`config.mk`:
```
export PLATFORM = sky130hd
export DESIGN_NAME = rssi_report_frame_builder_unit_flat
export DESIGN_NICKNAME = d
export VERILOG_FILES = /design/src/hw/rtl/rrfb_pkg.sv /design/src/hw/rtl/rrfb_in_if.sv /design/src/hw/rtl/rrfb_out_if.sv /design/src/hw/rtl/rrfb_ctrl.sv /design/src/hw/rtl/rrfb_datapath.sv /design/src/hw/rtl/rssi_report_frame_builder_unit.sv /design/src/flat_wrapper.sv
export SDC_FILE = /design/constraint.sdc
export NUM_CORES = 1
export LEC_CHECK = 0
export BUFFER_PORTS_ARGS = -buffer_cell sky130_fd_sc_hd__buf_2
export CAP_MARGIN = 20
export CORE_MARGIN = 8
export CORE_UTILIZATION = 50
export DETAILED_ROUTE_END_ITERATION = 8
export PLACE_DENSITY = 0.72
export REMOVE_ABC_BUFFERS = 1
export SYNTH_ARGS = -nofsm -noshare
export SYNTH_HDL_FRONTEND = slang
export SYNTH_HIERARCHICAL = 1
export SYNTH_SLANG_ARGS = --single-unit
export TNS_END_PERCENT = 30
```
`constraint.sdc`:
```
create_clock -name i_clk -period 6.7 [get_ports i_clk]
set_input_delay 0.67 -clock i_clk [delete_from_list [all_inputs] [get_ports i_clk]]
set_output_delay 0.67 -clock i_clk [all_outputs]
set_load 0.05 [all_outputs]
```
`src/hw/rtl/rrfb_pkg.sv`:
```
// rrfb_pkg: constants, types and the crc byte update shared by the report frame builder
// no dependencies; compiled first
package rrfb_pkg;

    // store depth and derived widths
    localparam int MAX_NODES = 16;
    localparam int PTR_W     = $clog2(MAX_NODES);
    // pointer arithmetic must hold own id (8 bits) and the pointer plus two
    localparam int P_W       = ($clog2(MAX_NODES + 2) > 9) ? $clog2(MAX_NODES + 2) : 9;

    // frame layout
    localparam int FRAME_LEN = 10;
    localparam int IDX_W     = $clog2(FRAME_LEN);
    localparam logic [IDX_W-1:0] IDX_LAST     = IDX_W'(FRAME_LEN - 1);
    localparam logic [IDX_W-1:0] IDX_FIRST    = IDX_W'(1);
    localparam logic [IDX_W-1:0] IDX_HDR0     = IDX_W'(1);
    localparam logic [IDX_W-1:0] IDX_HDR1     = IDX_W'(2);
    localparam logic [IDX_W-1:0] IDX_HDR2     = IDX_W'(3);
    localparam logic [IDX_W-1:0] IDX_NODE     = IDX_W'(4);
    localparam logic [IDX_W-1:0] IDX_STRENGTH = IDX_W'(5);
    localparam logic [IDX_W-1:0] IDX_NOISE    = IDX_W'(6);
    localparam logic [IDX_W-1:0] IDX_CRC_LO   = IDX_W'(7);
    localparam logic [IDX_W-1:0] IDX_CRC_HI   = IDX_W'(8);
    // six message bytes plus the extra byte
    localparam logic [IDX_W-1:0] CRC_LAST_STEP = IDX_W'(6);

    localparam logic [9:0]  MIN_SPACE  = 10'd10;
    localparam logic [7:0]  HDR_START  = 8'd3;
    localparam logic [7:0]  HDR_MSG_ID = 8'd2;
    localparam logic [7:0]  CRC_EXTRA  = 8'd116;
    localparam logic [15:0] CRC_SEED   = 16'hFFFF;

    // item kinds
    localparam logic MODE_RECORD = 1'b0;
    localparam logic MODE_REPORT = 1'b1;

    // register map: index = paddr / 4
    localparam int   ADDR_W         = 3;
    localparam logic REG_OWN_ID     = 1'b0;
    localparam logic REG_NODE_COUNT = 1'b1;
    localparam logic [4:0] NODE_COUNT_RESET = 5'd1;

    typedef enum logic [1:0] {
        S_IDLE,
        S_CRC,
        S_COBS,
        S_SEND
    } t_state;

    typedef struct packed {
        logic             accept;
        logic             crc_step;
        logic             cobs_step;
        logic [IDX_W-1:0] idx;
    } t_dp_cmd;

    typedef struct packed {
        logic report_ok;
    } t_dp_status;

    // mcrf4xx byte update
    function automatic logic [15:0] crc_byte(input logic [15:0] crc, input logic [7:0] b);
        logic [7:0]  t;
        logic [15:0] tw;
        t  = b ^ crc[7:0];
        t  = t ^ {t[3:0], 4'b0000};
        tw = {8'h00, t};
        return {8'h00, crc[15:8]} ^ (tw << 8) ^ (tw << 3) ^ (tw >> 4);
    endfunction

endpackage

```
`src/hw/rtl/rrfb_in_if.sv`:
```
// rrfb_in_if: valid/ready channel carrying one record or report request item
// no dependencies
interface rrfb_in_if;
    logic       valid;
    logic       ready;
    logic       mode;
    logic [3:0] node;
    logic [7:0] strength;
    logic [7:0] noise;
    logic [9:0] tx_space;

    modport source(output valid, output mode, output node, output strength,
                   output noise, output tx_space, input ready);
    modport sink(input valid, input mode, input node, input strength,
                 input noise, input tx_space, output ready);
endinterface

```
`src/hw/rtl/rrfb_out_if.sv`:
```
// rrfb_out_if: valid/ready channel carrying one encoded frame byte item
// no dependencies
interface rrfb_out_if;
    logic       valid;
    logic       ready;
    logic [7:0] frame_byte;
    logic       last;

    modport source(output valid, output frame_byte, output last, input ready);
    modport sink(input valid, input frame_byte, input last, output ready);
endinterface

```
`src/hw/rtl/rrfb_ctrl.sv`:
```
// rrfb_ctrl: sequencer for accept, crc, cobs and send phases
// depends on rrfb_pkg
module rrfb_ctrl (
    input  logic                     i_clk,
    input  logic                     i_rst_n,
    input  logic                     i_in_valid,
    output logic                     o_in_ready,
    output logic                     o_out_valid,
    output logic                     o_out_last,
    input  logic                     i_out_ready,
    input  rrfb_pkg::t_dp_status     i_status,
    output rrfb_pkg::t_dp_cmd        o_cmd
);

    rrfb_pkg::t_state r_state, n_state;
    logic [rrfb_pkg::IDX_W-1:0] r_cnt, n_cnt;
    logic accept;

    assign accept = i_in_valid && (r_state == rrfb_pkg::S_IDLE);

    always_ff @(posedge i_clk) begin
        if (!i_rst_n) begin
            r_state <= rrfb_pkg::S_IDLE;
            r_cnt   <= '0;
        end else begin
            r_state <= n_state;
            r_cnt   <= n_cnt;
        end
    end

    always_comb begin
        n_state = r_state;
        unique case (r_state)
            rrfb_pkg::S_IDLE: begin
                if (accept && i_status.report_ok) n_state = rrfb_pkg::S_CRC;
            end
            rrfb_pkg::S_CRC: begin
                if (r_cnt == rrfb_pkg::CRC_LAST_STEP) n_state = rrfb_pkg::S_COBS;
            end
            rrfb_pkg::S_COBS: begin
                if (r_cnt == rrfb_pkg::IDX_LAST) n_state = rrfb_pkg::S_SEND;
            end
            rrfb_pkg::S_SEND: begin
                if (i_out_ready && r_cnt == rrfb_pkg::IDX_LAST) n_state = rrfb_pkg::S_IDLE;
            end
            default: n_state = rrfb_pkg::S_IDLE;
        endcase
    end

    always_comb begin
        o_in_ready      = 1'b0;
        o_out_valid     = 1'b0;
        o_out_last      = 1'b0;
        o_cmd.accept    = 1'b0;
        o_cmd.crc_step  = 1'b0;
        o_cmd.cobs_step = 1'b0;
        o_cmd.idx       = r_cnt;
        n_cnt           = r_cnt;
        unique case (r_state)
            rrfb_pkg::S_IDLE: begin
                o_in_ready   = 1'b1;
                o_cmd.accept = accept;
                n_cnt        = '0;
            end
            rrfb_pkg::S_CRC: begin
                o_cmd.crc_step = 1'b1;
                if (r_cnt == rrfb_pkg::CRC_LAST_STEP) begin
                    n_cnt = rrfb_pkg::IDX_FIRST;
                end else begin
                    n_cnt = r_cnt + 1'b1;
                end
            end
            rrfb_pkg::S_COBS: begin
                o_cmd.cobs_step = 1'b1;
                if (r_cnt == rrfb_pkg::IDX_LAST) begin
                    n_cnt = '0;
                end else begin
                    n_cnt = r_cnt + 1'b1;
                end
            end
            rrfb_pkg::S_SEND: begin
                o_out_valid = 1'b1;
                o_out_last  = (r_cnt == rrfb_pkg::IDX_LAST);
                if (i_out_ready) n_cnt = r_cnt + 1'b1;
            end
            default: begin
                n_cnt = '0;
            end
        endcase
    end

endmodule

```
`src/hw/rtl/rrfb_datapath.sv`:
```
// rrfb_datapath: strength store, node pointer, frame buffer, crc and cobs step logic
// depends on rrfb_pkg; driven by rrfb_ctrl commands
module rrfb_datapath (
    input  logic                 i_clk,
    input  logic                 i_rst_n,
    input  rrfb_pkg::t_dp_cmd    i_cmd,
    output rrfb_pkg::t_dp_status o_status,
    input  logic                 i_mode,
    input  logic [3:0]           i_node,
    input  logic [7:0]           i_strength,
    input  logic [7:0]           i_noise,
    input  logic [9:0]           i_tx_space,
    input  logic [7:0]           i_own_id,
    input  logic [4:0]           i_node_count,
    output logic [7:0]           o_frame_byte
);

    localparam int P_W   = rrfb_pkg::P_W;
    localparam int IDX_W = rrfb_pkg::IDX_W;

    logic [rrfb_pkg::PTR_W-1:0] r_ptr;
    logic [7:0]  r_store [rrfb_pkg::MAX_NODES];
    logic [7:0]  r_fb    [rrfb_pkg::FRAME_LEN];
    logic [15:0] r_crc;
    logic [IDX_W-1:0] r_run;

    logic [P_W-1:0] p_inc, p_skip, p_wrap;
    logic [rrfb_pkg::PTR_W-1:0] p_idx;
    logic [7:0]  crc_in;
    logic [15:0] crc_next;
    logic [IDX_W-1:0] run_next;
    logic record_go, report_go;

    assign o_status.report_ok = (i_mode == rrfb_pkg::MODE_REPORT) &&
                                (i_tx_space >= rrfb_pkg::MIN_SPACE);
    assign record_go = i_cmd.accept && (i_mode == rrfb_pkg::MODE_RECORD) &&
                       (P_W'(i_node) < P_W'(rrfb_pkg::MAX_NODES));
    assign report_go = i_cmd.accept && o_status.report_ok;

    // next pointer: increment, single own-id skip, then wrap
    always_comb begin
        p_inc  = P_W'(r_ptr) + P_W'(1);
        p_skip = (p_inc == P_W'(i_own_id)) ? p_inc + P_W'(1) : p_inc;
        if (p_skip >= P_W'(i_node_count) || p_skip >= P_W'(rrfb_pkg::MAX_NODES)) begin
            p_wrap = '0;
        end else begin
            p_wrap = p_skip;
        end
        p_idx = p_wrap[rrfb_pkg::PTR_W-1:0];
    end

    // crc runs over buffer bytes 1..6, then the extra byte
    always_comb begin
        if (i_cmd.idx == rrfb_pkg::CRC_LAST_STEP) begin
            crc_in = rrfb_pkg::CRC_EXTRA;
        end else begin
            crc_in = r_fb[i_cmd.idx + 1'b1];
        end
        crc_next = rrfb_pkg::crc_byte(r_crc, crc_in);
        run_next = r_run + 1'b1;
    end

    assign o_frame_byte = r_fb[i_cmd.idx];

    always_ff @(posedge i_clk) begin
        if (!i_rst_n) begin
            r_ptr <= '0;
            for (int k = 0; k < rrfb_pkg::MAX_NODES; k++) r_store[k] <= '0;
        end else if (record_go) begin
            r_store[rrfb_pkg::PTR_W'(i_node)] <= i_strength;
        end else if (report_go) begin
            r_ptr          <= p_idx;
            r_store[p_idx] <= '0;
        end
    end

    // frame buffer, crc and run length: payload, no reset
    always_ff @(posedge i_clk) begin
        if (report_go) begin
            r_fb[0]                      <= 8'h00;
            r_fb[rrfb_pkg::IDX_HDR0]     <= rrfb_pkg::HDR_START;
            r_fb[rrfb_pkg::IDX_HDR1]     <= i_own_id;
            r_fb[rrfb_pkg::IDX_HDR2]     <= rrfb_pkg::HDR_MSG_ID;
            r_fb[rrfb_pkg::IDX_NODE]     <= p_wrap[7:0];
            r_fb[rrfb_pkg::IDX_STRENGTH] <= r_store[p_idx];
            r_fb[rrfb_pkg::IDX_NOISE]    <= i_noise;
            r_fb[rrfb_pkg::IDX_LAST]     <= 8'h00;
            r_crc                        <= rrfb_pkg::CRC_SEED;
            r_run                        <= '0;
        end else if (i_cmd.crc_step) begin
            r_crc <= crc_next;
            if (i_cmd.idx == rrfb_pkg::CRC_LAST_STEP) begin
                r_fb[rrfb_pkg::IDX_CRC_LO] <= crc_next[7:0];
                r_fb[rrfb_pkg::IDX_CRC_HI] <= crc_next[15:8];
            end
        end else if (i_cmd.cobs_step) begin
            // a zero takes the distance back to the previous code slot
            if (r_fb[i_cmd.idx] == 8'h00) begin
                r_fb[i_cmd.idx - run_next] <= 8'(run_next);
                r_run                      <= '0;
            end else begin
                r_run <= run_next;
            end
        end
    end

endmodule

```
`src/hw/rtl/rssi_report_frame_builder_unit.sv`:
```
// rssi_report_frame_builder_unit: top level of the signal-strength report frame builder
// a report item runs through the accept, crc, cobs and send phases in that order
// one item at a time: a report holds the block until its last frame byte is taken,
// and the send phase stalls while the receiver is not ready; a record or a refused
// report leaves the block idle. the serial crc step and the one-byte-a-cycle cobs pass
// set how long a report takes. reset: synchronous active low; clears pointer, strength store and registers to defaults
module rssi_report_frame_builder_unit (
    input  logic                          i_clk,
    input  logic                          i_rst_n,
    rrfb_in_if.sink                       i_rpt,
    rrfb_out_if.source                    o_frm,
    input  logic                          psel,
    input  logic                          penable,
    input  logic                          pwrite,
    input  logic [rrfb_pkg::ADDR_W-1:0]   paddr,
    input  logic [31:0]                   pwdata,
    output logic [31:0]                   prdata,
    output logic                          pready
);

    // configuration registers
    logic [7:0] r_own_id;
    logic [4:0] r_node_count;
    logic       cfg_wr;
    logic       cfg_sel;

    // controller to datapath
    rrfb_pkg::t_dp_cmd    dp_cmd;
    rrfb_pkg::t_dp_status dp_status;

    assign pready  = 1'b1;
    // register index is the word address; byte offset bits are ignored
    assign cfg_sel = paddr[rrfb_pkg::ADDR_W-1];
    assign cfg_wr  = psel && penable && pwrite && pready;

    always_ff @(posedge i_clk) begin
        if (!i_rst_n) begin
            r_own_id     <= '0;
            r_node_count <= rrfb_pkg::NODE_COUNT_RESET;
        end else if (cfg_wr) begin
            unique case (cfg_sel)
                rrfb_pkg::REG_OWN_ID:     r_own_id     <= pwdata[7:0];
                rrfb_pkg::REG_NODE_COUNT: r_node_count <= pwdata[4:0];
                default: ;
            endcase
        end
    end

    // read back
    always_comb begin
        unique case (cfg_sel)
            rrfb_pkg::REG_OWN_ID:     prdata = {24'h0, r_own_id};
            rrfb_pkg::REG_NODE_COUNT: prdata = {27'h0, r_node_count};
            default:                  prdata = '0;
        endcase
    end

    // sequencer: holds the phase and the byte counter
    rrfb_ctrl u_ctrl (
        .i_clk       (i_clk),
        .i_rst_n     (i_rst_n),
        .i_in_valid  (i_rpt.valid),
        .o_in_ready  (i_rpt.ready),
        .o_out_valid (o_frm.valid),
        .o_out_last  (o_frm.last),
        .i_out_ready (o_frm.ready),
        .i_status    (dp_status),
        .o_cmd       (dp_cmd)
    );

    // store, pointer, frame buffer; the frame byte is read straight from the buffer,
    // which holds still for the whole send phase
    rrfb_datapath u_dp (
        .i_clk        (i_clk),
        .i_rst_n      (i_rst_n),
        .i_cmd        (dp_cmd),
        .o_status     (dp_status),
        .i_mode       (i_rpt.mode),
        .i_node       (i_rpt.node),
        .i_strength   (i_rpt.strength),
        .i_noise      (i_rpt.noise),
        .i_tx_space   (i_rpt.tx_space),
        .i_own_id     (r_own_id),
        .i_node_count (r_node_count),
        .o_frame_byte (o_frm.frame_byte)
    );

endmodule

```
`src/flat_wrapper.sv`:
```
// flat-port wrapper written by rule: the top's interface ports become plain ports
module rssi_report_frame_builder_unit_flat 
  (i_clk, i_rst_n, psel, penable, pwrite, paddr, pwdata, prdata, pready, i_rpt_valid, i_rpt_mode, i_rpt_node, i_rpt_strength, i_rpt_noise, i_rpt_tx_space, i_rpt_ready, o_frm_valid, o_frm_frame_byte, o_frm_last, o_frm_ready);
  rrfb_in_if i_rpt_i ();
  rrfb_out_if o_frm_i ();
  input  logic i_clk;
  input  logic i_rst_n;
  input  logic psel;
  input  logic penable;
  input  logic pwrite;
  input  logic [rrfb_pkg::ADDR_W-1:0] paddr;
  input  logic [31:0] pwdata;
  output logic [31:0] prdata;
  output logic pready;
  input wire logic [$bits(i_rpt_i.valid)-1:0] i_rpt_valid;
  input wire logic [$bits(i_rpt_i.mode)-1:0] i_rpt_mode;
  input wire logic [$bits(i_rpt_i.node)-1:0] i_rpt_node;
  input wire logic [$bits(i_rpt_i.strength)-1:0] i_rpt_strength;
  input wire logic [$bits(i_rpt_i.noise)-1:0] i_rpt_noise;
  input wire logic [$bits(i_rpt_i.tx_space)-1:0] i_rpt_tx_space;
  output wire logic [$bits(i_rpt_i.ready)-1:0] i_rpt_ready;
  output wire logic [$bits(o_frm_i.valid)-1:0] o_frm_valid;
  output wire logic [$bits(o_frm_i.frame_byte)-1:0] o_frm_frame_byte;
  output wire logic [$bits(o_frm_i.last)-1:0] o_frm_last;
  input wire logic [$bits(o_frm_i.ready)-1:0] o_frm_ready;
  assign i_rpt_i.valid = i_rpt_valid;
  assign i_rpt_i.mode = i_rpt_mode;
  assign i_rpt_i.node = i_rpt_node;
  assign i_rpt_i.strength = i_rpt_strength;
  assign i_rpt_i.noise = i_rpt_noise;
  assign i_rpt_i.tx_space = i_rpt_tx_space;
  assign i_rpt_ready = i_rpt_i.ready;
  assign o_frm_valid = o_frm_i.valid;
  assign o_frm_frame_byte = o_frm_i.frame_byte;
  assign o_frm_last = o_frm_i.last;
  assign o_frm_i.ready = o_frm_ready;
  rssi_report_frame_builder_unit u_core (.i_clk(i_clk), .i_rst_n(i_rst_n), .i_rpt(i_rpt_i), .o_frm(o_frm_i), .psel(psel), .penable(penable), .pwrite(pwrite), .paddr(paddr), .pwdata(pwdata), .prdata(prdata), .pready(pready));
endmodule
```
Word-level counts from Yosys, hierarchy flattened
Memory sizes are Yosys's and may differ from the RTL's. A register that Yosys moved wholly into a read port is not among the register bits.
Cells that the tools add are included.
{"block": "word_totals", "n_memories": 2, "ff_bits": 43, "ramBits": 208, "mem_bits_ro": 0, "output_inout_bits": 44, "word_cells": 113, "latchBits": 0, "inputBits": 73}
{"name": "u_core.u_dp.r_store", "depth": 16, "width": 8, "read_ports": 1, "rd_clocked_by_memory_dff": 0, "wr": 16, "line_no": "rrfb_datapath.sv:22", "source": "logic [7:0] r_store [rrfb_pkg::MAX_NODES];"}
{"name": "u_core.u_dp.r_fb", "depth": 10, "width": 8, "read_ports": 2, "rd_clocked_by_memory_dff": 1, "wr": 8, "line_no": "rrfb_datapath.sv:23", "source": "logic [7:0] r_fb [rrfb_pkg::FRAME_LEN];"}
{"block": "classes", "order_cmp": 3, "bitwise": 9, "add_sub_neg": 5, "mux": 55, "n_div": 0, "n_shift": 0, "n_eq_ne": 11, "reduce_logical": 21, "n_mul": 0}
{"operator": "$pmux W32 S2", "n": 1}
{"operator": "$mux W8", "n": 6}
{"operator": "$mux W4", "n": 11}
{"operator": "$reduce_or A8 Y1", "n": 5}
{"operator": "$mux W1", "n": 29}
{"operator": "$pmux W4 S4", "n": 1}
{"operator": "$xor A16 B11 Y16", "n": 1}
{"operator": "$xor A16 B4 Y16", "n": 1}
{"operator": "$xor A8 B16 Y16", "n": 1}
{"operator": "$xor A8 B8 Y8", "n": 2}
{"operator": "$mux W6", "n": 2}
{"operator": "$ge A10 B4 Y1 const B", "n": 1}
{"operator": "$add A4 B1 Y4 const B", "n": 2}
{"operator": "$eq A5 B8 Y1", "n": 1}
{"operator": "$logic_and A1 B1 Y1", "n": 8}
{"operator": "$logic_not A8 Y1", "n": 1}
{"operator": "$mux W2", "n": 4}
{"operator": "$ne A2 B2 Y1 const B", "n": 4}
{"operator": "$pmux W2 S4", "n": 1}
{"operator": "$reduce_and A2 Y1", "n": 4}
{"operator": "$add A5 B1 Y6 const B", "n": 1}
{"operator": "$ge A6 B5 Y1", "n": 1}
{"operator": "$ge A6 B5 Y1 const B", "n": 1}
{"operator": "$add A4 B1 Y5 const B", "n": 1}
{"operator": "10 further kinds", "n": 14}

Longest topological paths before layout
Gate-level depths: netlist of the first run.
{"block": "logic_depth", "depth_word": 10, "mapped_depth": 22}

Modules after synthesis
The synthesis of the first run kept the hierarchy.
{"mod": "rrfb_datapath", "area_per_inst_um2": 14172.3, "n_inst": 1, "cells_per_inst": 1121}
{"mod": "rssi_report_frame_builder_unit", "area_per_inst_um2": 839.6, "n_inst": 1, "cells_per_inst": 91}
{"mod": "rrfb_ctrl", "area_per_inst_um2": 523.0, "n_inst": 1, "cells_per_inst": 59}

Worst setup path after synthesis of the first run
OpenSTA, ideal clock, no wires.
{"block": "synth_path", "path_type": "register to register", "from": "reg u_core/u_dp/r_ptr[0] in the netlist's numbering", "to": "mem u_core.u_dp.r_store[15][0], enable pin", "t_arrival_ns": 5.127, "stages_incl_launch_ff": 21, "required_ns": 6.371, "path_buffers": 3, "setup_ns": 0.329, "setup_slack_ns": 1.244, "cell_sequence": "dfxtp_1 clkbuf_1 inv_1 ha_1 buf_2 xor2_1 nand2_1 a211oi_1 mux2i_1 inv_2 clkbuf_1 ha_1 nand2b_1 a21oi_1 o21ai_0 a211oi_1 nand2_1 or4_1 a21oi_1 nand2_1 nand2_1"}
{"element": "from (decl)", "line_no": "rrfb_datapath.sv:21", "source": "logic [rrfb_pkg::PTR_W-1:0] r_ptr;"}
{"element": "from (signal assigned)", "line_no": "rrfb_datapath.sv:72", "source": "r_ptr <= p_idx;"}
{"element": "to (decl)", "line_no": "rrfb_datapath.sv:22"}

==> flow_summary.yaml, run 1 <==
placed_design:
  port_buffers: 64
  dpl.hpwl_um: 27800
  place_inst: 1700
  gp_congestion: 0.912
finish:
  diodes: 0
  fin_nets: 1435
  stdcell_count: 1762
  synthToLayoutAreaGrowth_pct: 11.3
  drive_gt1_share_pct: 18.4
  nFillCells: 2493
routing:
  final_antenna_net_count: 0
  wire_per_inst_um: 22.1
  drt-vias-per-instance: 6.12
  finalWirelength_um: 38900
  drt_iter0_drc: 1018
  route.detailed.drc: 0
  dr.pass1.iters: 7
  dr_total_vias: 10800
setup_path:
  critPathArrivalTime_ns: 6.14
  rr_endpoint: "u_core/u_dp/r_store[11][5]"
  r2r_cells: 17
  cp-end-kind: "register"
  cp-start-kind: "register"
  worstPathMaxFanout: 11
  ff2ff_setup_slack_ns: 0.72
  crit_required_ns: 6.86
  r2r_start: "u_core/u_dp/r_ptr[0]"
  critPathKind: "register to register"
pwr:
  peakVddDrop_mv: 0.212
  p_per_area_mw_per_mm2: 340
  power_mw: 5.87
  leakagePower_nw: 6.14
die:
  io_pins: 117
  start_util_pct: 50.8
  die_x_um: 192
  dieArea_sq_mm: 0.0370
  std_cell_rows: 64
  core_area_sq_mm: 0.0306
  dieHeight_um: 192
hold_path:
  hold_path_class: "input pin to register"
  whs_path_depth: 3
  holdPathEnd: "u_core/r_own_id[5]"
  hold_start: "pwdata[5]"
cts:
  clock_latency_ns: 0.51
  cts_max_level: 2
  clkTransAtPathRegs_ns: 0.06
  clock_sinks: 299
  post_cts_buffers: 0
  cts_tree: "done"
  clock_path_buffers: 3
  cts_inserted_buffers: 34
  cts-hold-fix-buffers: 0
  cts_resized: 0
  cts_root_buf: "clkbuf_16"
timing:
  min_period_ns: 5.98
  slew_viol_final: 0
  final.setup_skew_ns: 0.0199
  worstMarginPinSlew_ns: 1.02
  setup_viol: 0
  hold_viol_final: 0
  timing.fmax_mhz: 167
  rsz0062_at_grt: "false"
  fin_crit_sh_pct: 89.2
  whs_ns: 0.421
  timing.slew.headroom_pct: 31.9
synthesis:
  syn_area_sq_mm: 0.0155
  ys_ff_latch: 299
  synth_edf_count: 256
  syn_avg_cell_area_sq_um: 12.2
  synth_warnings: 6
  synth.distinct_cells: 78
  async_reset_ff_share_pct: 0
  ys.flop_type: "edfxtp_1"
  syn_inst: 1271
  ys_seq_area_share_pct: 55.0
global_route:
  antenna_found_initial: 0
  first_global_vias: 10500
  globalRouteTotalUtil_pct: 20.8
  grt_max_degree: 55
  grt-ovfl-total: 0
  grt_pass1_wl_um: 60000
run:
  cap_violations: 0
outcome:
  outcome: "finished clean"
## synthesized netlist by cell type (all sizes together) (23+ instances only)
master | instances | area, sq um
edfxtp | 256 | 7690
nor2 | 173 | 649
nand2 | 148 | 558
mux4 | 64 | 1440
mux2i | 58 | 593
buf | 53 | 378
clkbuf | 44 | 165
o21ai | 44 | 224
dfxtp | 43 | 861
a21oi | 36 | 180
inv | 26 | 97.6
nand3 | 23 | 115
## power breakdown
group	internal [mW]	switching [mW]
logic	0.503	1.10
registers	2.33	0.0939
clock network	1.10	0.737
total	3.94	1.93
## flip-flops by register name (all words and copies together), names as in the netlist
name / count
u_core/u_ctrl/r_cnt: 4
u_core/r_own_id: 8
u_core/u_dp/r_run: 4
u_core/u_dp/r_ptr: 4
u_core/u_dp/r_fb: 128
u_core/u_dp/r_crc: 16
u_core/u_ctrl/r_state: 2
u_core/r_node_count: 5
u_core/u_dp/r_store: 128
## layer usage
metal / global-route usage (%) / share of wire, % / up-vias
met5: 0 / 0 / -
met4: 6.67 / 2.7 / 0
met3: 4.48 / 9.0 / 63
met2: 34.5 / 49 / 542
met1: 27.0 / 40 / 5314
li1: - / - / 4871
## cells in the final DEF (no fill, tap or decap), drive strengths merged, types with 9 or more instances in the layout
master,synthesis,layout
nor2b,14,14
xor2,20,20
buf,53,89
nand2b,11,11
a2111oi,10,10
o22ai,9,9
inv,26,29
a22oi,19,19
edfxtp,256,256
a21oi,36,36
xnor2,20,20
dfxtp,43,43
a221oi,9,9
o221ai,10,10
mux4,64,64
nor2,173,173
clkbuf,44,42
clkinv,0,11
nand4,12,12
nand3,23,23
o21ai,44,44
ha,20,20
nand2,148,148
and2,19,19
nor4,9,9
conb,3,45
mux2,12,12
mux2i,58,58
## area by class of cell
cell class	count	area [sq um]	area share [%]
Sequential cell	299	8550	49.5
Clock inverter	19	190	1.10
Multi-Input combinational cell	891	6520	37.7
Clock buffer	42	922	5.33
Tap cell	396	495	2.87
Inverter	26	97.6	0.565
Timing Repair Buffer	89	508	2.94
## cells by family (layout without fill, tap and decap cells)
logic type	after synthesis	after routing	share of synthesized area [%]
multiplexers	134	134	14.0
adder cells (fa/ha/maj)	21	21	1.74
AND/OR/NAND/NOR	455	455	13.9
flip-flops	299	299	55.0
other	3	45	0.0725
buffers and inverters	123	176	4.12
AO/OA/AOI/OAI	196	196	8.87
XOR/XNOR	40	40	2.30
## how the worst max path moves through the flow
stage | slack, ns | to | startpoint | depth (start not counted)
floorplan | -0.27 | u_core/u_dp/r_store[15][0] | u_core/u_dp/r_ptr[0] | 17
global placement | 1.09 | u_core/u_dp/r_store[11][4] | u_core/u_dp/r_ptr[0] | 16
detailed placement | 0.93 | u_core/u_dp/r_store[11][5] | u_core/u_dp/r_ptr[0] | 17
CTS | 0.90 | u_core/u_dp/r_store[11][6] | u_core/u_dp/r_ptr[0] | 17
global route | 0.35 | u_core/u_dp/r_store[15][4] | u_core/u_dp/r_ptr[0] | 16
finish | 0.72 | u_core/u_dp/r_store[11][5] | u_core/u_dp/r_ptr[0] | 17
## worst max-delay path, cell delays in order, from the launching register on
cell       delay, ns
dfxtp_1         0.52
inv_1           0.11
ha_1            0.46
xor2_1          0.23
nand2_1         0.17
a2111oi_1       0.43
xor2_1          0.59
inv_1           0.19
ha_1            0.32
nand2_1         0.04
o21ai_0         0.25
a211o_1         0.47
nor3_1          0.10
buf_4           0.21
or4_1           0.47
a21oi_1         0.36
nand2_1         0.31
nand2_1         0.40
## metrics by stage
step                      area [sq um]  setup WS, ns  setup TNS, ns  util (%)
after detailed placement         16200         0.933              0      52.9
after global routing             17300         0.349              0      56.5
after global placement           16200          1.09              0      52.9
after CTS                        17300         0.900              0      56.5
after floorplan                  15100        -0.267          -9.89         -
final                            17300         0.723              0      56.5
Note: power is estimated with default switching activity, not from simulation.
==> inputs of run 2 (changes only) <==
Settings changed: MAX_ROUTING_LAYER from default to met4.
==> run 2 against run 1 <==
Via count rose by 0.10%. Count of clock-buffer cells in the layout did not move. First-iteration DRC count fell by 9.4%. Largest cell class unchanged. Worst setup slack improved by 0.0060 ns. Critical endpoint unchanged. Highest routed layer unchanged.
==> flow_summary.yaml, run 2 (same netlist as run 1, synthesis figures left out) <==
setup_path:
  r2r_cells: 17
  crit_start: "u_core/u_dp/r_ptr[0]"
  cp-start-kind: "register"
  rr_endpoint: "u_core/u_dp/r_store[11][5]"
  critPathArrivalTime_ns: 6.13
  crit_cells: 17
  cp-end-kind: "register"
  worstPathMaxFanout: 11
  critPathKind: "register to register"
  crit_required_ns: 6.86
  slowest_delay_ns: 0.60
  crit_family: "compound AO/OA/AOI/OAI gates"
  ff2ff_setup_slack_ns: 0.73
  path_buf_inv: 3
  crit_slowest_cell: "xor2_1"
  r2r_start: "u_core/u_dp/r_ptr[0]"
  crit_end: "u_core/u_dp/r_store[11][5]"
  crit_chain: "inv_1 -> ha_1 -> xor2_1 -> nand2_1 -> a2111oi_1 -> xor2_1 -> inv_1 -> ha_1 -> nand2_1 -> o21ai_0 -> a211o_1 -> nor3_1 -> buf_4 -> or4_1 -> a21oi_1 -> nand2_1 -> nand2_1"
  path_common_cell: "nand2_1"
finish:
  mostFrequentLayoutCells: "edfxtp_1 (256), nor2_1 (173), nand2_1 (147)"
  final_common_cell: "edfxtp_1"
  drive_gt1_share_pct: 18.4
  stdcell_count: 1762
  diodes: 0
  largestRegisters: "u_core/u_dp/r_fb x128, u_core/u_dp/r_store x128, u_core/u_dp/r_crc x16"
  utilization_pct: 56.5
  fin_nets: 1435
  synthToLayoutAreaGrowth_pct: 11.3
global_route:
  first_global_vias: 10600
  grt_pass1_wl_um: 60000
  antenna_found_initial: 0
  globalRouteTotalUtil_pct: 21.4
  grt_max_degree: 55
  grt-ovfl-total: 0
die:
  die_x_um: 192
  start_util_pct: 50.8
  io_pins: 117
  dieArea_sq_mm: 0.0370
  std_cell_rows: 64
  core_area_sq_mm: 0.0306
  dieHeight_um: 192
routing:
  wire_per_inst_um: 22.1
  final_antenna_net_count: 0
  dr_total_vias: 10800
  drt_iter0_drc: 922
  route.detailed.drc: 0
  dr.pass1.iters: 5
  drt-vias-per-instance: 6.13
  finalWirelength_um: 38900
cts:
  cts_root_buf: "clkbuf_16"
  cts_max_level: 2
  cts_tree: "done"
  cts-hold-fix-buffers: 0
  clock_sinks: 299
  clock_path_buffers: 3
  post_cts_buffers: 0
  cts_resized: 0
  clock_latency_ns: 0.51
  cts_inserted_buffers: 34
  clkTransAtPathRegs_ns: 0.06
timing:
  timing.slew.headroom_pct: 33.8
  slew_viol_final: 0
  setup_viol: 0
  setup_tns_ns: 0
  timing.fmax_mhz: 167
  final.setup_skew_ns: 0.0209
  rsz0062_at_grt: "false"
  worstMarginPinSlew_ns: 0.990
  min_period_ns: 5.97
  hold_viol_final: 0
  fin_crit_sh_pct: 89.1
  setup_slack_ns: 0.729
hold_path:
  hold_path_class: "input pin to register"
pwr:
  swShare_pct: 32.9
  pwr-share-clk_pct: 31.3
  leakagePower_nw: 6.14
  seq_power_share_pct: 41.4
  p_per_area_mw_per_mm2: 340
  p_int_mw: 3.94
  switchingPower_mw: 1.93
  peakVddDrop_mv: 0.214
  comb_power_share_pct: 27.3
placed_design:
  gp_congestion: 0.928
  dpl.hpwl_um: 27800
  place_inst: 1700
  place_ws_ns: 0.933
  port_buffers: 64
run:
  cap_violations: 0
outcome:
  outcome: "finished clean"
run 2: cell counts in the layout (fill, tap and decap cells not counted):
Identical to the previous run, type by type.
run 2: worst min-delay path by stage:
stage,from,to,cells after the start
after floorplan,u_core/r_node_count[1],u_core/r_node_count[1],2
after global placement,u_core/r_node_count[4],u_core/r_node_count[4],2
after detailed placement,u_core/r_node_count[3],u_core/r_node_count[3],2
after CTS,pwdata[7],u_core/r_own_id[7],3
after global routing,pwdata[7],u_core/r_own_id[7],3
final,pwdata[5],u_core/r_own_id[5],3
run 2: worst register-to-register path, delay by kind of cell (launching register included):
family	cells	cell delay, ns
AOI/OAI and AO/OA	4	1.52
and+or+nand+nor	6	1.50
adders and majority gates	2	0.78
DFF	1	0.52
xor gates and xnor gates	2	0.82
buffers and inverters	3	0.51
run 2: metal layers:
layer	up-vias	track usage [%]	part of all wire, %
li1	4866	-	-
met1	5323	27.0	40
met2	543	34.6	49
met3	69	4.39	9.2
met4	0	6.67	2.7
met5	-	-	0
run 2: area by class of cell:
type / count / area, sq um
fill: 2493 / 13300
sequential: 299 / 8550
multi-input combinational: 891 / 6520
clock buffer: 42 / 922
timing repair buffer: 89 / 508
tap: 396 / 495
clock inverter: 19 / 190
inverter: 26 / 97.6
run 2: power by group through the flow:
stage / Sequential [mW] / Clock, mW / Combinational [mW]
2_1_floorplan: 2.44 / 0 / 1.09
4_1_cts: 2.43 / 1.87 / 1.59
6_report: 2.43 / 1.84 / 1.60
3_5_place_dp: 2.47 / 0 / 1.58
5_1_grt: 2.44 / 1.94 / 1.73
3_3_place_gp: 2.46 / 0 / 1.55
run 2: per-stage QoR:
stage,power (mW),hold WS (ns),area [sq um]
finish,5.87,0.419,17300
global route,6.12,0.423,17300
CTS,5.89,0.411,17300
detailed placement,4.05,0.470,16200
global placement,4.01,0.459,16200
floorplan,3.53,0.444,15100
==> inputs of run 3 (changes only) <==
--- a/constraint.sdc
+++ b/constraint.sdc
@@ -3,2 +3,2 @@
 set_output_delay 0.67 -clock i_clk [all_outputs]
-set_load 0.05 [all_outputs]
+set_load 0.1 [all_outputs]
==> run 3 against run 2 <==
Register-to-register slack better by 0.10 ns. Design area decreased by 0.22%. Final cell count about the same. Count of clock-buffer cells in the layout up 6. Sequential power barely moved. Critical path type unchanged. Largest power group unchanged.
==> flow_summary.yaml, run 3 (same netlist as run 1, synthesis figures left out) <==
global_route:
  antenna_found_initial: 0
  grt_pass1_wl_um: 61300
  grt-ovfl-total: 0
  first_global_vias: 10700
  globalRouteTotalUtil_pct: 21.8
  grt_max_degree: 55
placed_design:
  gp_congestion: 0.931
  dpl_cell_area_sq_mm: 0.0162
  place_inst: 1700
  port_buffers: 64
  dpl.hpwl_um: 27800
  place_ws_ns: 0.989
setup_path:
  crit_start: "u_core/u_dp/r_ptr[0]"
  worstPathMaxFanout: 11
  slowest_delay_ns: 0.58
  cp-end-kind: "register"
  ff2ff_setup_slack_ns: 0.83
  crit_required_ns: 6.86
  crit_chain: "inv_1 -> ha_1 -> xor2_1 -> nand2_1 -> a2111oi_1 -> xor2_1 -> inv_1 -> ha_1 -> nand2_1 -> o21ai_0 -> a211o_1 -> nor3_1 -> buf_4 -> or4_1 -> a21oi_1 -> nand2_1 -> nand2_1"
  r2r_start: "u_core/u_dp/r_ptr[0]"
  critPathKind: "register to register"
  path_common_cell: "nand2_1"
  crit_slowest_cell: "xor2_1"
  cp-start-kind: "register"
  rr_endpoint: "u_core/u_dp/r_store[11][6]"
  critPathArrivalTime_ns: 6.03
  r2r_cells: 17
  crit_end: "u_core/u_dp/r_store[11][6]"
finish:
  diodes: 0
  nFillCells: 2525
  fin_nets: 1435
  utilization_pct: 56.4
  drive_gt1_share_pct: 18.0
  synthToLayoutAreaGrowth_pct: 11.0
  final_common_cell: "edfxtp_1"
  final_area_sq_mm: 0.0172
  largestRegisters: "u_core/u_dp/r_fb x128, u_core/u_dp/r_store x128, u_core/u_dp/r_crc x16"
  mostFrequentLayoutCells: "edfxtp_1 (256), nor2_1 (173), nand2_1 (147)"
  stdcell_count: 1763
routing:
  finalWirelength_um: 39200
  dr.pass1.iters: 8
  drt_iter0_drc: 953
  drt-vias-per-instance: 6.11
  wire_per_inst_um: 22.2
  dr_total_vias: 10800
  route.detailed.drc: 0
  final_antenna_net_count: 0
pwr:
  peakVddDrop_mv: 0.241
  comb_power_share_pct: 28.7
  seq_power_share_pct: 41.1
  p_int_mw: 3.89
  p_per_area_mw_per_mm2: 342
  pwr-share-clk_pct: 30.1
  power_mw: 5.91
  swShare_pct: 34.2
  leakagePower_nw: 6.12
  switchingPower_mw: 2.02
timing:
  whs_ns: 0.409
  setup_viol: 0
  final.setup_skew_ns: 0.0278
  min_period_ns: 5.87
  timing.fmax_mhz: 170
  fin_crit_sh_pct: 87.6
  worstMarginPinSlew_ns: 1.09
  timing.slew.headroom_pct: 26.9
  hold_viol_final: 0
  setup_tns_ns: 0
  rsz0062_at_grt: "false"
  slew_viol_final: 0
  setup_slack_ns: 0.830
cts:
  cts-hold-fix-buffers: 0
  clock_latency_ns: 0.52
  cts_inserted_buffers: 34
  clock_sinks: 299
  cts_tree: "done"
  cts_max_level: 2
  cts_root_buf: "clkbuf_16"
  clock_path_buffers: 3
  clkTransAtPathRegs_ns: 0.05
  cts_resized: 0
  post_cts_buffers: 0
hold_path:
  whs_path_depth: 3
  hold_path_class: "input pin to register"
die:
  die_x_um: 192
  dieHeight_um: 192
  start_util_pct: 50.8
  core_area_sq_mm: 0.0306
  dieArea_sq_mm: 0.0370
  io_pins: 117
  std_cell_rows: 64
outcome:
  outcome: "finished clean"
run:
  cap_violations: 0
-- run 3: area by class of cell --
cell class / count / area (sq um) / area share [%]
well taps: 396 / 495 / 2.87
clock buffers: 48 / 965 / 5.59
multi-input cells: 891 / 6520 / 37.8
clock inverters: 14 / 109 / 0.631
repair buffers: 89 / 508 / 2.95
inverters: 26 / 97.6 / 0.566
flip-flops and latches: 299 / 8550 / 49.6
-- run 3: worst max-delay path: cells and delay by family (launching register included) --
| family | cells | cell delay, ns |
|---|---|---|
| buffers and inverters | 3 | 0.52 |
| XOR/XNOR | 2 | 0.81 |
| flip-flops | 1 | 0.51 |
| AO/OA/AOI/OAI | 4 | 1.46 |
| adder cells (fa/ha/maj) | 2 | 0.77 |
| AND/OR/NAND/NOR | 6 | 1.46 |
-- run 3: worst min path at each step --
stage,from,endpoint,slack (ns)
6_report,pwdata[5],u_core/r_own_id[5],0.41
4_1_cts,pwdata[5],u_core/r_own_id[5],0.40
3_3_place_gp,u_core/r_node_count[4],u_core/r_node_count[4],0.46
2_1_floorplan,u_core/r_node_count[1],u_core/r_node_count[1],0.44
5_1_grt,pwdata[0],u_core/r_own_id[0],0.41
3_5_place_dp,u_core/u_dp/r_run[1],u_core/u_dp/r_run[1],0.47
-- run 3: layer usage --
metal | vias to the layer above | share of wire, % | track usage, %
met3 | 98 | 8.6 | 3.47
li1 | 4859 | - | -
met2 | 525 | 48 | 35.5
met5 | - | 0 | -
met4 | 0 | 2.9 | 6.82
met1 | 5288 | 40 | 27.8
-- run 3: power by group through the flow --
| stage | combinational, mW | clock, mW | sequential, mW |
|---|---|---|---|
| 3_5_place_dp | 1.68 | 0 | 2.47 |
| 2_1_floorplan | 1.18 | 0 | 2.44 |
| 4_1_cts | 1.69 | 1.81 | 2.43 |
| 3_3_place_gp | 1.64 | 0 | 2.46 |
| 6_report | 1.70 | 1.78 | 2.43 |
| 5_1_grt | 1.82 | 1.88 | 2.44 |
